--- src/rtl/wfr_pkg.sv ---
`timescale 1ns / 1ps

package wfr_pkg;

    // control sequencer
    typedef enum logic [4:0] {
        ST_IDLE   = 5'b00001,
        ST_CRC    = 5'b00010,
        ST_RESULT = 5'b00100,
        ST_READ   = 5'b01000,
        ST_LOAD   = 5'b10000
    } t_ctrl;

    // frame parser phase
    typedef enum logic [4:0] {
        PH_FEND = 5'b00001,
        PH_ADDR = 5'b00010,
        PH_CMD  = 5'b00100,
        PH_NBT  = 5'b01000,
        PH_DATA = 5'b10000
    } t_phase;

    localparam logic [2:0] REG_OWN_ADDR = 3'd0;
    localparam logic [2:0] REG_CRC_SEED = 3'd1;
    localparam logic [2:0] REG_FEND     = 3'd2;
    localparam logic [2:0] REG_FESC     = 3'd3;
    localparam logic [2:0] REG_TFEND    = 3'd4;
    localparam logic [2:0] REG_TFESC    = 3'd5;

    localparam logic [7:0] CRC_POLY      = 8'h18;
    localparam logic [6:0] RST_OWN_ADDR  = 7'd0;
    localparam logic [7:0] RST_CRC_SEED  = 8'd222;
    localparam logic [7:0] RST_FEND      = 8'd192;
    localparam logic [7:0] RST_FESC      = 8'd219;
    localparam logic [7:0] RST_TFEND     = 8'd220;
    localparam logic [7:0] RST_TFESC     = 8'd221;

endpackage

--- src/rtl/wfr_ram.sv ---
`timescale 1ns / 1ps

module wfr_ram #(
    parameter int WIDTH = 8,
    parameter int DEPTH = 32
) (
    input  logic                                   i_clk,
    input  logic                                   i_we,
    input  logic [((DEPTH > 1) ? $clog2(DEPTH) : 1)-1:0] i_waddr,
    input  logic [WIDTH-1:0]                       i_wdata,
    input  logic [((DEPTH > 1) ? $clog2(DEPTH) : 1)-1:0] i_raddr,
    output logic [WIDTH-1:0]                       o_rdata
);

    logic [WIDTH-1:0] r_mem [DEPTH];
    logic [WIDTH-1:0] r_rdata;

    always_ff @(posedge i_clk) begin
        if (i_we) begin
            r_mem[i_waddr] <= i_wdata;
        end
        r_rdata <= r_mem[i_raddr];
    end

    assign o_rdata = r_rdata;

endmodule

--- src/rtl/wake_frame_receiver_top.sv ---
// a byte that feeds the crc is accepted, then stepped through the serial crc bit by bit; others need no crc steps
// no new byte is taken while the bit-serial crc shift register works: tready stays low until it is done
// a good frame streams its payload word by word, each a ram read then an output load that waits on tready
// error and empty-frame results pass through the result state into the output register once it is free
// reset: synchronous active-low, clears parser state and loads register defaults
`timescale 1ns / 1ps

module wake_frame_receiver_top
    import wfr_pkg::*;
#(
    parameter int MAX_PAYLOAD = 32
) (
    input  logic        i_clk,
    input  logic        i_rst_n,

    input  logic        s_axis_tvalid,
    output logic        s_axis_tready,
    input  logic [7:0]  s_axis_tdata,   // rx_byte
    input  logic        s_axis_tuser,   // line_error

    output logic        m_axis_tvalid,
    input  logic        m_axis_tready,
    output logic [23:0] m_axis_tdata,   // command, byte_count, payload_byte, zero pad
    output logic [1:0]  m_axis_tuser,   // status, payload_valid
    output logic        m_axis_tlast,

    input  logic        psel,
    input  logic        penable,
    input  logic        pwrite,
    input  logic [4:0]  paddr,
    input  logic [31:0] pwdata,
    output logic [31:0] prdata,
    output logic        pready
);

    localparam int AW = (MAX_PAYLOAD > 1) ? $clog2(MAX_PAYLOAD) : 1;
    localparam logic [7:0] MAX_B = 8'(MAX_PAYLOAD);
    localparam logic [5:0] MAX_C = 6'(MAX_PAYLOAD);

    logic [6:0] r_own;
    logic [7:0] r_seed, r_fend, r_fesc, r_tfend, r_tfesc;

    t_ctrl      r_state, n_state;
    t_phase     r_phase, n_phase;
    logic [7:0] r_prev, n_prev;
    logic [7:0] r_crc, n_crc;
    logic [7:0] r_sh, n_sh;
    logic [2:0] r_bit, n_bit;
    logic [6:0] r_cmd, n_cmd;
    logic [5:0] r_len, n_len;
    logic [5:0] r_wpos, n_wpos;
    logic [5:0] r_k, n_k;
    logic       r_res_err, n_res_err;

    logic       r_ov, n_ov;
    logic       r_o_status, n_o_status;
    logic [6:0] r_o_cmd, n_o_cmd;
    logic [5:0] r_o_cnt, n_o_cnt;
    logic [7:0] r_o_data, n_o_data;
    logic       r_o_pv, n_o_pv;
    logic       r_o_last, n_o_last;

    logic       ram_we;
    logic [7:0] ram_rdata;

    logic [7:0] b;
    logic       pre_esc;
    logic       dec_ok;
    logic [7:0] d;
    logic       out_free;
    logic       crc_fb;
    logic [7:0] crc_x;
    logic       cfg_wr;
    logic       k_last;

    assign pready = 1'b1;
    assign cfg_wr = psel & penable & pwrite;

    always_ff @(posedge i_clk) begin
        if (!i_rst_n) begin
            r_own   <= RST_OWN_ADDR;
            r_seed  <= RST_CRC_SEED;
            r_fend  <= RST_FEND;
            r_fesc  <= RST_FESC;
            r_tfend <= RST_TFEND;
            r_tfesc <= RST_TFESC;
        end else if (cfg_wr) begin
            case (paddr[4:2])
                REG_OWN_ADDR: r_own   <= pwdata[6:0];
                REG_CRC_SEED: r_seed  <= pwdata[7:0];
                REG_FEND:     r_fend  <= pwdata[7:0];
                REG_FESC:     r_fesc  <= pwdata[7:0];
                REG_TFEND:    r_tfend <= pwdata[7:0];
                REG_TFESC:    r_tfesc <= pwdata[7:0];
                default:      ;
            endcase
        end
    end

    always_comb begin
        case (paddr[4:2])
            REG_OWN_ADDR: prdata = {25'd0, r_own};
            REG_CRC_SEED: prdata = {24'd0, r_seed};
            REG_FEND:     prdata = {24'd0, r_fend};
            REG_FESC:     prdata = {24'd0, r_fesc};
            REG_TFEND:    prdata = {24'd0, r_tfend};
            REG_TFESC:    prdata = {24'd0, r_tfesc};
            default:      prdata = 32'd0;
        endcase
    end

    assign s_axis_tready = (r_state == ST_IDLE);
    assign b = s_axis_tdata;

    // unstuffing, escaped-escape code wins when both codes match
    assign pre_esc = (r_prev == r_fesc);
    assign dec_ok  = (b == r_tfesc) || (b == r_tfend);
    assign d       = !pre_esc ? b : ((b == r_tfesc) ? r_fesc : r_fend);

    assign out_free = !r_ov || m_axis_tready;
    assign crc_x    = r_crc ^ CRC_POLY;
    assign crc_fb   = r_sh[0] ^ r_crc[0];
    assign k_last   = ((r_k + 6'd1) == r_len);

    always_comb begin
        n_state    = r_state;
        n_phase    = r_phase;
        n_prev     = r_prev;
        n_crc      = r_crc;
        n_sh       = r_sh;
        n_bit      = r_bit;
        n_cmd      = r_cmd;
        n_len      = r_len;
        n_wpos     = r_wpos;
        n_k        = r_k;
        n_res_err  = r_res_err;
        n_ov       = r_ov && !m_axis_tready;
        n_o_status = r_o_status;
        n_o_cmd    = r_o_cmd;
        n_o_cnt    = r_o_cnt;
        n_o_data   = r_o_data;
        n_o_pv     = r_o_pv;
        n_o_last   = r_o_last;
        ram_we     = 1'b0;

        case (r_state)
            ST_IDLE: begin
                if (s_axis_tvalid) begin
                    if (s_axis_tuser) begin
                        n_phase   = PH_FEND;
                        n_res_err = 1'b1;
                        n_state   = ST_RESULT;
                    end else if (b == r_fend) begin
                        n_prev  = b;
                        n_phase = PH_ADDR;
                        n_crc   = r_seed;
                        n_sh    = b;
                        n_bit   = 3'd0;
                        n_state = ST_CRC;
                    end else if (r_phase != PH_FEND) begin
                        n_prev = b;
                        if (pre_esc && !dec_ok) begin
                            n_phase   = PH_FEND;
                            n_res_err = 1'b1;
                            n_state   = ST_RESULT;
                        end else if (!pre_esc && (b == r_fesc)) begin
                            n_prev = b;
                        end else if ((r_phase == PH_ADDR) && d[7]) begin
                            if ((d[6:0] == 7'd0) || (d[6:0] == r_own)) begin
                                n_sh    = {1'b0, d[6:0]};
                                n_bit   = 3'd0;
                                n_phase = PH_CMD;
                                n_state = ST_CRC;
                            end else begin
                                n_phase = PH_FEND;
                            end
                        end else if ((r_phase == PH_ADDR) || (r_phase == PH_CMD)) begin
                            if (d[7]) begin
                                n_phase   = PH_FEND;
                                n_res_err = 1'b1;
                                n_state   = ST_RESULT;
                            end else begin
                                n_cmd   = d[6:0];
                                n_sh    = d;
                                n_bit   = 3'd0;
                                n_phase = PH_NBT;
                                n_state = ST_CRC;
                            end
                        end else if (r_phase == PH_NBT) begin
                            if (d > MAX_B) begin
                                n_phase   = PH_FEND;
                                n_res_err = 1'b1;
                                n_state   = ST_RESULT;
                            end else begin
                                n_len   = d[5:0];
                                n_wpos  = 6'd0;
                                n_sh    = d;
                                n_bit   = 3'd0;
                                n_phase = PH_DATA;
                                n_state = ST_CRC;
                            end
                        end else if (r_wpos < r_len) begin
                            ram_we  = (r_wpos < MAX_C);
                            n_wpos  = r_wpos + 6'd1;
                            n_sh    = d;
                            n_bit   = 3'd0;
                            n_state = ST_CRC;
                        end else if (d != r_crc) begin
                            n_phase   = PH_FEND;
                            n_res_err = 1'b1;
                            n_state   = ST_RESULT;
                        end else begin
                            n_phase = PH_FEND;
                            if (r_len == 6'd0) begin
                                n_res_err = 1'b0;
                                n_state   = ST_RESULT;
                            end else begin
                                n_k     = 6'd0;
                                n_state = ST_READ;
                            end
                        end
                    end
                end
            end
            ST_CRC: begin
                // one crc bit per cycle, lsb first
                n_crc = crc_fb ? {1'b1, crc_x[7:1]} : {1'b0, r_crc[7:1]};
                n_sh  = {1'b0, r_sh[7:1]};
                n_bit = r_bit + 3'd1;
                if (r_bit == 3'd7) begin
                    n_state = ST_IDLE;
                end
            end
            ST_RESULT: begin
                if (out_free) begin
                    n_ov       = 1'b1;
                    n_o_status = r_res_err;
                    n_o_cmd    = r_res_err ? 7'd0 : r_cmd;
                    n_o_cnt    = 6'd0;
                    n_o_data   = 8'd0;
                    n_o_pv     = 1'b0;
                    n_o_last   = 1'b1;
                    n_state    = ST_IDLE;
                end
            end
            ST_READ: begin
                n_state = ST_LOAD;
            end
            ST_LOAD: begin
                if (out_free) begin
                    n_ov       = 1'b1;
                    n_o_status = 1'b0;
                    n_o_cmd    = r_cmd;
                    n_o_cnt    = r_len;
                    n_o_data   = ram_rdata;
                    n_o_pv     = 1'b1;
                    n_o_last   = k_last;
                    if (k_last) begin
                        n_state = ST_IDLE;
                    end else begin
                        n_k     = r_k + 6'd1;
                        n_state = ST_READ;
                    end
                end
            end
            default: begin
                n_state = ST_IDLE;
            end
        endcase
    end

    always_ff @(posedge i_clk) begin
        if (!i_rst_n) begin
            r_state   <= ST_IDLE;
            r_phase   <= PH_FEND;
            r_prev    <= 8'd0;
            r_crc     <= 8'd0;
            r_cmd     <= 7'd0;
            r_len     <= 6'd0;
            r_wpos    <= 6'd0;
            r_k       <= 6'd0;
            r_bit     <= 3'd0;
            r_res_err <= 1'b0;
            r_ov      <= 1'b0;
        end else begin
            r_state   <= n_state;
            r_phase   <= n_phase;
            r_prev    <= n_prev;
            r_crc     <= n_crc;
            r_cmd     <= n_cmd;
            r_len     <= n_len;
            r_wpos    <= n_wpos;
            r_k       <= n_k;
            r_bit     <= n_bit;
            r_res_err <= n_res_err;
            r_ov      <= n_ov;
        end
    end

    always_ff @(posedge i_clk) begin
        r_sh       <= n_sh;
        r_o_status <= n_o_status;
        r_o_cmd    <= n_o_cmd;
        r_o_cnt    <= n_o_cnt;
        r_o_data   <= n_o_data;
        r_o_pv     <= n_o_pv;
        r_o_last   <= n_o_last;
    end

    wfr_ram #(
        .WIDTH (8),
        .DEPTH (MAX_PAYLOAD)
    ) u_payload_ram (
        .i_clk   (i_clk),
        .i_we    (ram_we),
        .i_waddr (r_wpos[AW-1:0]),
        .i_wdata (d),
        .i_raddr (r_k[AW-1:0]),
        .o_rdata (ram_rdata)
    );

    assign m_axis_tvalid = r_ov;
    assign m_axis_tdata  = {3'd0, r_o_data, r_o_cnt, r_o_cmd};
    assign m_axis_tuser  = {r_o_pv, r_o_status};
    assign m_axis_tlast  = r_o_last;

endmodule

--- config.mk ---
export PLATFORM = sky130hd
export DESIGN_NAME = wake_frame_receiver_top
export DESIGN_NICKNAME = d
export VERILOG_FILES = /design/src/rtl/wfr_pkg.sv /design/src/rtl/wfr_ram.sv /design/src/rtl/wake_frame_receiver_top.sv
export SDC_FILE = /design/constraint.sdc
export NUM_CORES = 1
export LEC_CHECK = 0
export BUFFER_PORTS_ARGS = -buffer_cell sky130_fd_sc_hd__buf_2
export CAP_MARGIN = 5
export CELL_PAD_IN_SITES_DETAIL_PLACEMENT = 1
export CELL_PAD_IN_SITES_GLOBAL_PLACEMENT = 1
export CORE_UTILIZATION = 46
export DETAILED_ROUTE_END_ITERATION = 8
export PLACE_DENSITY_LB_ADDON = 0.15
export SLEW_MARGIN = 10
export SYNTH_ARGS = -nofsm -noshare
export SYNTH_HDL_FRONTEND = slang
export SYNTH_HIERARCHICAL = 1
export SYNTH_SLANG_ARGS = --single-unit
--- constraint.sdc ---
create_clock -name i_clk -period 4.35 [get_ports i_clk]
set_input_delay 0.87 -clock i_clk [delete_from_list [all_inputs] [get_ports i_clk]]
set_output_delay 0.87 -clock i_clk [all_outputs]
set_load 0.005 [all_outputs]
==> impl_metrics.py, run 1 <==
metrics = {
    "worst_setup_path": {
        "crit_chain": "xor2_1, nor4_4, a211oi_1, nor2_1, nand2_1, or4_4, nor3_1, buf_4, or3b_2, nor2_1, buf_4",
        "max_stage_delay_ps": 610,
        "cpLargestDelayFamily": "simple AND/OR/NAND/NOR gates",
        "required_ps": 4630,
        "cp-start-kind": "flip-flop",
        "crit_path_start": "r_fesc[6]",
        "path_buf_inv": 2,
        "path_class": "flip-flop to flip-flop",
        "arrival_ps": 3990,
        "slowest_stage": "or3b_2",
        "endpoint_kind": "flip-flop",
        "worstReg2RegStart": "r_fesc[6]",
        "crit_path_max_fanout": 8,
    },
    "power": {
        "powerDensity_mw_per_mm2": 421,
        "worst_ir_drop_vdd_v": 0.000277,
        "leakagePower_nw": 7.15,
    },
    "logic_synthesis": {
        "synth_commonest_cells": "edfxtp_1 (288), nor2_1 (134), dfxtp_1 (111), nand2_1 (101), mux4_2 (81)",
        "yosysMostFrequentCell": "edfxtp_1",
        "synth-seq-cells": 399,
        "synth-seq-area-share_pct": 60.2,
        "synth_enable_flop_cells": 288,
        "synth_area_mm2": 0.0181,
        "synth_top_cell_by_area": "edfxtp_1",
        "synth.avg_cell_area_um2": 13.4,
        "synth_top_area_share_pct": 47.9,
        "synth_top_flop_cell": "edfxtp_1",
        "synthesis.instances": 1352,
        "synth-async-reset-ratio_pct": 0,
        "synth_area_leaders": "edfxtp_1 (48%), dfxtp_1 (12%), mux4_2 (10%)",
        "yosys_warnings": 6,
        "synth_cell_types": 76,
    },
    "floorplanning": {
        "die_w_um": 200,
        "die_h_um": 200,
        "die-area_mm2": 0.0401,
        "io_pins": 115,
        "core_area_mm2": 0.0386,
        "start_util_pct": 46.7,
        "num_rows": 72,
    },
    "cts": {
        "htreeDepth": 2,
        "cts_tree": "done",
        "cts_sinks": 399,
        "clockBufferDepth": 3,
        "clockRootBuffer": "clkbuf_16",
        "hold_buffers": 0,
        "postCtsSetupBuffers": 0,
        "cts_resized": 0,
        "cts_buffers": 44,
        "clk_pin_slew_ps": 60,
        "insertion_delay_ps": 580,
    },
    "timing": {
        "finalSetupTns_ps": 0,
        "hold_ws_ps": 485,
        "max_clock_freq_mhz": 269,
        "finalSetupViolCount": 0,
        "tightest_slew_ps": 1170,
        "maxSlewHeadroom_pct": 21.9,
        "rsz0062_at_grt": "false",
        "min_period_ps": 3710,
        "final_hold_viol_count": 0,
        "slew_viol_final": 0,
        "fin_ws_ps": 636,
        "clock-skew-final_ps": 27.6,
        "period_share_pct": 85.4,
    },
    "placed_design": {
        "place_congestion": 0.844,
        "placed_area_mm2": 0.0193,
        "numPortBuffers": 60,
        "hpwlAfterDp_mm": 32.9,
        "place_ws_ps": 221,
    },
    "layout": {
        "multi_input_area_mm2": 0.00670,
        "regArea_mm2": 0.0109,
        "final_area_mm2": 0.0208,
        "fin_nets": 1530,
        "fill_cells": 3866,
        "drive_gt1_share_pct": 22.8,
        "syn_to_final_growth_pct": 14.9,
    },
    "global_routing": {
        "grtUsageTotal_pct": 25.2,
        "grt_max_degree": 66,
        "overflow": 0,
        "antenna_found_initial": 1,
        "first_global_vias": 12100,
        "grt_pass1_wl_mm": 76.1,
    },
    "routing": {
        "vias_per_cell": 5.79,
        "drc": 0,
        "detail-route-antenna-nets": 0,
        "wl_mm": 49.6,
        "initialDrtViolationCount": 790,
        "route.detailed.wl_per_inst_um": 24.6,
        "dr_total_vias": 11700,
        "first_pass_iters": 5,
    },
    "worst_hold_path": {
        "holdCritStartpoint": "r_tfend[0]",
        "hp-class": "flip-flop to flip-flop",
    },
    "run": {
        "cap_violations": 0,
    },
    "status": {
        "status": "finished clean",
    },
}
==> per-layer routing <==
layer | vias to the layer above | share of wire, % | track usage (%)
met1 | 6043 | 45 | 35.6
met4 | 0 | 2.1 | 7.03
met5 | - | 0 | 0
li1 | 5249 | - | -
met3 | 78 | 4.6 | 3.53
met2 | 327 | 48 | 40.8
==> final timing paths <==
kind / end / slack (ps) / depth (start not counted)
worst max-delay path: u_payload_ram/r_mem[0][5] / 640 / 11
worst min-delay path: r_tfend[0] / 490 / 2
worst max register to register: u_payload_ram/r_mem[0][5] / 640 / 11
worst min register to register: r_tfend[0] / 490 / 2
==> final cells by class <==
cell class / instances / area share, %
diodes: 1 / 0.0121
flip-flops and latches: 399 / 52.4
inverters: 20 / 0.362
clock inverters: 14 / 0.759
repair buffers: 153 / 4.93
well taps: 518 / 3.12
multi-input cells: 850 / 32.2
clock buffers: 64 / 6.20
==> worst reg2reg max path: cells and delay by family (launching register included) <==
family                 cells  cell delay, ps
AO/OA/AOI/OAI              1             200
buffers and inverters      2             360
XOR/XNOR                   1             210
flip-flops                 1             370
AND/OR/NAND/NOR            7            2280
==> state kept, by name, summed over array words and instances, names as in the netlist, 7 cells and up <==
name / cells
r_cmd: 7
r_crc: 8
r_fend: 8
r_fesc: 8
r_o_cmd: 7
r_o_data: 8
r_own: 7
r_prev: 8
r_seed: 8
r_sh: 8
r_tfend: 8
r_tfesc: 8
u_payload_ram/o_rdata: 8
u_payload_ram/r_mem: 256
==> metrics by stage <==
step / power (mW) / utilization (%) / std cells
2_1_floorplan: 4.83 / - / 1378
3_3_place_gp: 5.08 / 50.0 / 1940
3_5_place_dp: 5.10 / 50.0 / 1940
4_1_cts: 8.82 / 53.7 / 2018
5_1_grt: 9.05 / 53.7 / 2018
6_report: 8.75 / 53.7 / 2019
==> cell usage in the layout (no fill, tap or decap), types with 19 or more instances in the layout <==
cell       instances
o21ai_0           31
nand2_1          101
xor2_1            44
nor2_1           133
clkbuf_16         45
nand3_1           45
dfxtp_1          109
mux2i_1           64
a21oi_1           55
buf_2             60
inv_1             19
conb_1            28
buf_4             91
edfxtp_1         288
xnor2_1           35
mux4_2            81
==> power breakdown <==
group	switching, mW	internal, mW
clock network	1.54	2.18
registers	0.0844	4.17
logic	0.513	0.266
==> cells by family after synthesis <==
| logic type | Yosys count | share of synthesized area, % |
|---|---|---|
| fa+ha+maj | 9 | 0.623 |
| other cells | 2 | 0.0416 |
| flops | 399 | 60.2 |
| buf+inv | 129 | 3.74 |
| xor+xnor | 80 | 3.92 |
| compound gates | 167 | 5.96 |
| simple gates | 408 | 11.1 |
| mux | 158 | 14.5 |
Note: power is estimated with default switching activity, not from simulation.
==> run 2: changes to the inputs <==
--- a/config.mk
+++ b/config.mk
@@ -15,5 +15,4 @@
 export SLEW_MARGIN = 10
 export SYNTH_ARGS = -nofsm -noshare
 export SYNTH_HDL_FRONTEND = slang
-export SYNTH_HIERARCHICAL = 1
 export SYNTH_SLANG_ARGS = --single-unit
==> run 2 against run 1 <==
Net effect:
- final cell count decreased by 1.2%
- area after synthesis up 0.26%
- sequential cell count unchanged
- non-clock buffer count decreased by 16
- final area down 0.65%
- sequential share of layout area is 0.34 points higher
- sequential power fell by 3%
- fmax is 3.4% higher
- critical path type is now primary input to flip-flop
- largest cell class unchanged
- largest power group unchanged
==> impl_metrics.py, run 2 <==
metrics = {
    "timing": {
        "finalSetupViolCount": 0,
        "min_period_ps": 3590,
        "tightest_slew_ps": 986,
        "rsz0062_at_grt": "false",
        "final_hold_viol_count": 0,
        "finalSetupTns_ps": 0,
        "hold_ws_ps": 471,
        "clock-skew-final_ps": 21.0,
        "maxSlewHeadroom_pct": 34.3,
        "period_share_pct": 82.6,
        "max_clock_freq_mhz": 278,
        "slew_viol_final": 0,
        "fin_ws_ps": 757,
    },
    "power": {
        "power_mw": 8.27,
        "worst_ir_drop_vdd_v": 0.000302,
        "leakagePower_nw": 7.14,
        "powerDensity_mw_per_mm2": 401,
    },
    "routing": {
        "initialDrtViolationCount": 706,
        "detail-route-antenna-nets": 0,
        "vias_per_cell": 5.63,
        "dr_total_vias": 11200,
        "first_pass_iters": 6,
        "route.detailed.wl_per_inst_um": 23.5,
        "wl_mm": 46.9,
        "drc": 0,
    },
    "worst_setup_path": {
        "crit_path_max_fanout": 10,
        "arrival_ps": 3870,
        "path_class": "primary input to flip-flop",
        "cp-start-kind": "primary input",
        "rrSetupSlack_ps": 830,
        "required_ps": 4630,
        "endpoint_kind": "flip-flop",
    },
    "logic_synthesis": {
        "yosys_warnings": 0,
        "synth-seq-cells": 399,
        "synth-adder-area-share_pct": 0.829,
        "synthesis.instances": 1354,
        "synth_top_cell_by_area": "edfxtp_1",
        "synth-seq-area-share_pct": 60.0,
        "synth_area_leaders": "edfxtp_1 (48%), dfxtp_1 (12%), mux4_2 (9.9%)",
        "synth-async-reset-ratio_pct": 0,
        "synth.avg_cell_area_um2": 13.4,
        "synth_top_area_share_pct": 47.7,
        "synth_enable_flop_cells": 288,
        "synthMuxAreaShare_pct": 15.0,
        "synth_top_flop_cell": "edfxtp_1",
        "yosysMostFrequentCell": "edfxtp_1",
        "synth_area_mm2": 0.0181,
        "yosys.area_share.xor_xnor_pct": 4.28,
        "synth_cell_types": 76,
        "synth_compound_area_share_pct": 5.29,
        "synth_commonest_cells": "edfxtp_1 (288), nor2_1 (131), nand2_1 (117), dfxtp_1 (111), mux4_2 (80)",
        "synth_top_family_by_area": "multiplexers",
        "synthSimpleGateAreaFrac_pct": 10.8,
    },
    "layout": {
        "utilization_pct": 53.3,
        "multi_input_area_mm2": 0.00670,
        "syn_to_final_growth_pct": 13.9,
        "fill_cells": 3872,
        "final_cell_mix": "edfxtp_1 (288), nor2_1 (130), nand2_1 (117), dfxtp_1 (109), mux4_2 (80)",
        "finalNonFillerCells": 1994,
        "drive_gt1_share_pct": 22.6,
        "top_register": "u_payload_ram.r_mem",
        "num_antenna_cells": 0,
        "largest_reg_flops": 256,
        "fin_nets": 1507,
        "final_area_mm2": 0.0206,
        "regArea_mm2": 0.0109,
        "layout_commonest_cell": "edfxtp_1",
    },
    "placed_design": {
        "numPortBuffers": 60,
        "placed_area_mm2": 0.0192,
        "hpwlAfterDp_mm": 31.9,
        "numPlacedInstances": 1915,
        "place_congestion": 0.859,
        "place_ws_ps": 280,
    },
    "floorplanning": {
        "core_area_mm2": 0.0387,
        "die_h_um": 200,
        "io_pins": 115,
        "die_w_um": 200,
        "num_rows": 72,
        "start_util_pct": 46.8,
        "die-area_mm2": 0.0402,
    },
    "cts": {
        "clockBufferDepth": 3,
        "hold_buffers": 0,
        "cts_buffers": 43,
        "htreeDepth": 2,
        "cts_tree": "done",
        "cts_sinks": 399,
        "postCtsSetupBuffers": 0,
        "clk_pin_slew_ps": 60,
        "clockRootBuffer": "clkbuf_16",
        "insertion_delay_ps": 570,
        "cts_resized": 0,
    },
    "global_routing": {
        "grtUsageTotal_pct": 23.9,
        "grt_pass1_wl_mm": 72.3,
        "overflow": 0,
        "antenna_found_initial": 0,
        "grt_max_degree": 65,
        "first_global_vias": 11800,
    },
    "run": {
        "cap_violations": 0,
    },
    "worst_hold_path": {
        "hp-class": "flip-flop to flip-flop",
    },
    "status": {
        "status": "finished clean",
    },
}
run 2: path summary, 6_finish.rpt:
| check | cells past startpoint | end | from |
|---|---|---|---|
| max | 12 | u_payload_ram.r_mem[29][6] | s_axis_tdata[3] |
| min | 2 | r_bit[1] | r_bit[1] |
| max reg2reg | 12 | u_payload_ram.r_mem[29][6] | r_fesc[7] |
| min reg2reg | 2 | r_bit[1] | r_bit[1] |
run 2: report_power, final:
| part | leakage (nW) | internal (mW) | switching, mW |
|---|---|---|---|
| clock network | 0.711 | 2.19 | 1.52 |
| registers | 3.48 | 4.10 | 0.0273 |
| logic | 2.95 | 0.139 | 0.283 |
| total | 7.14 | 6.43 | 1.84 |
run 2: layout make-up:
cell class                 instances  share of cell area (%)
tap                              518                    3.14
sequential                       399                    52.7
clock buffer                      52                    5.57
clock inverter                    27                    1.38
multi-input combinational        843                    32.5
timing repair buffer             137                    4.38
inverter                          18                   0.328
run 2: metal layers:
metal | track usage [%] | routed length, µm
met1 | 33.3 | 21600
met2 | 38.7 | 22200
met3 | 4.25 | 2080
met4 | 6.60 | 1010
met5 | 0 | 0
run 2: critical path, stage by stage:
cell and delay [ps]:
buf_2 320, xor2_1 120, nor4_1 360, nand2_1 190, and3_1 330, nor3b_1 270
nand2_1 210, nor3_4 460, nand3b_1 130, buf_4 210, nor2_1 190, buf_4 200
run 2: logic make-up after synthesis:
family	count (synthesis)
AOI/OAI and AO/OA	140
xor gates and xnor gates	85
adders and majority gates	12
buffers and inverters	138
DFF	399
muxes	168
other	2
and+or+nand+nor	410
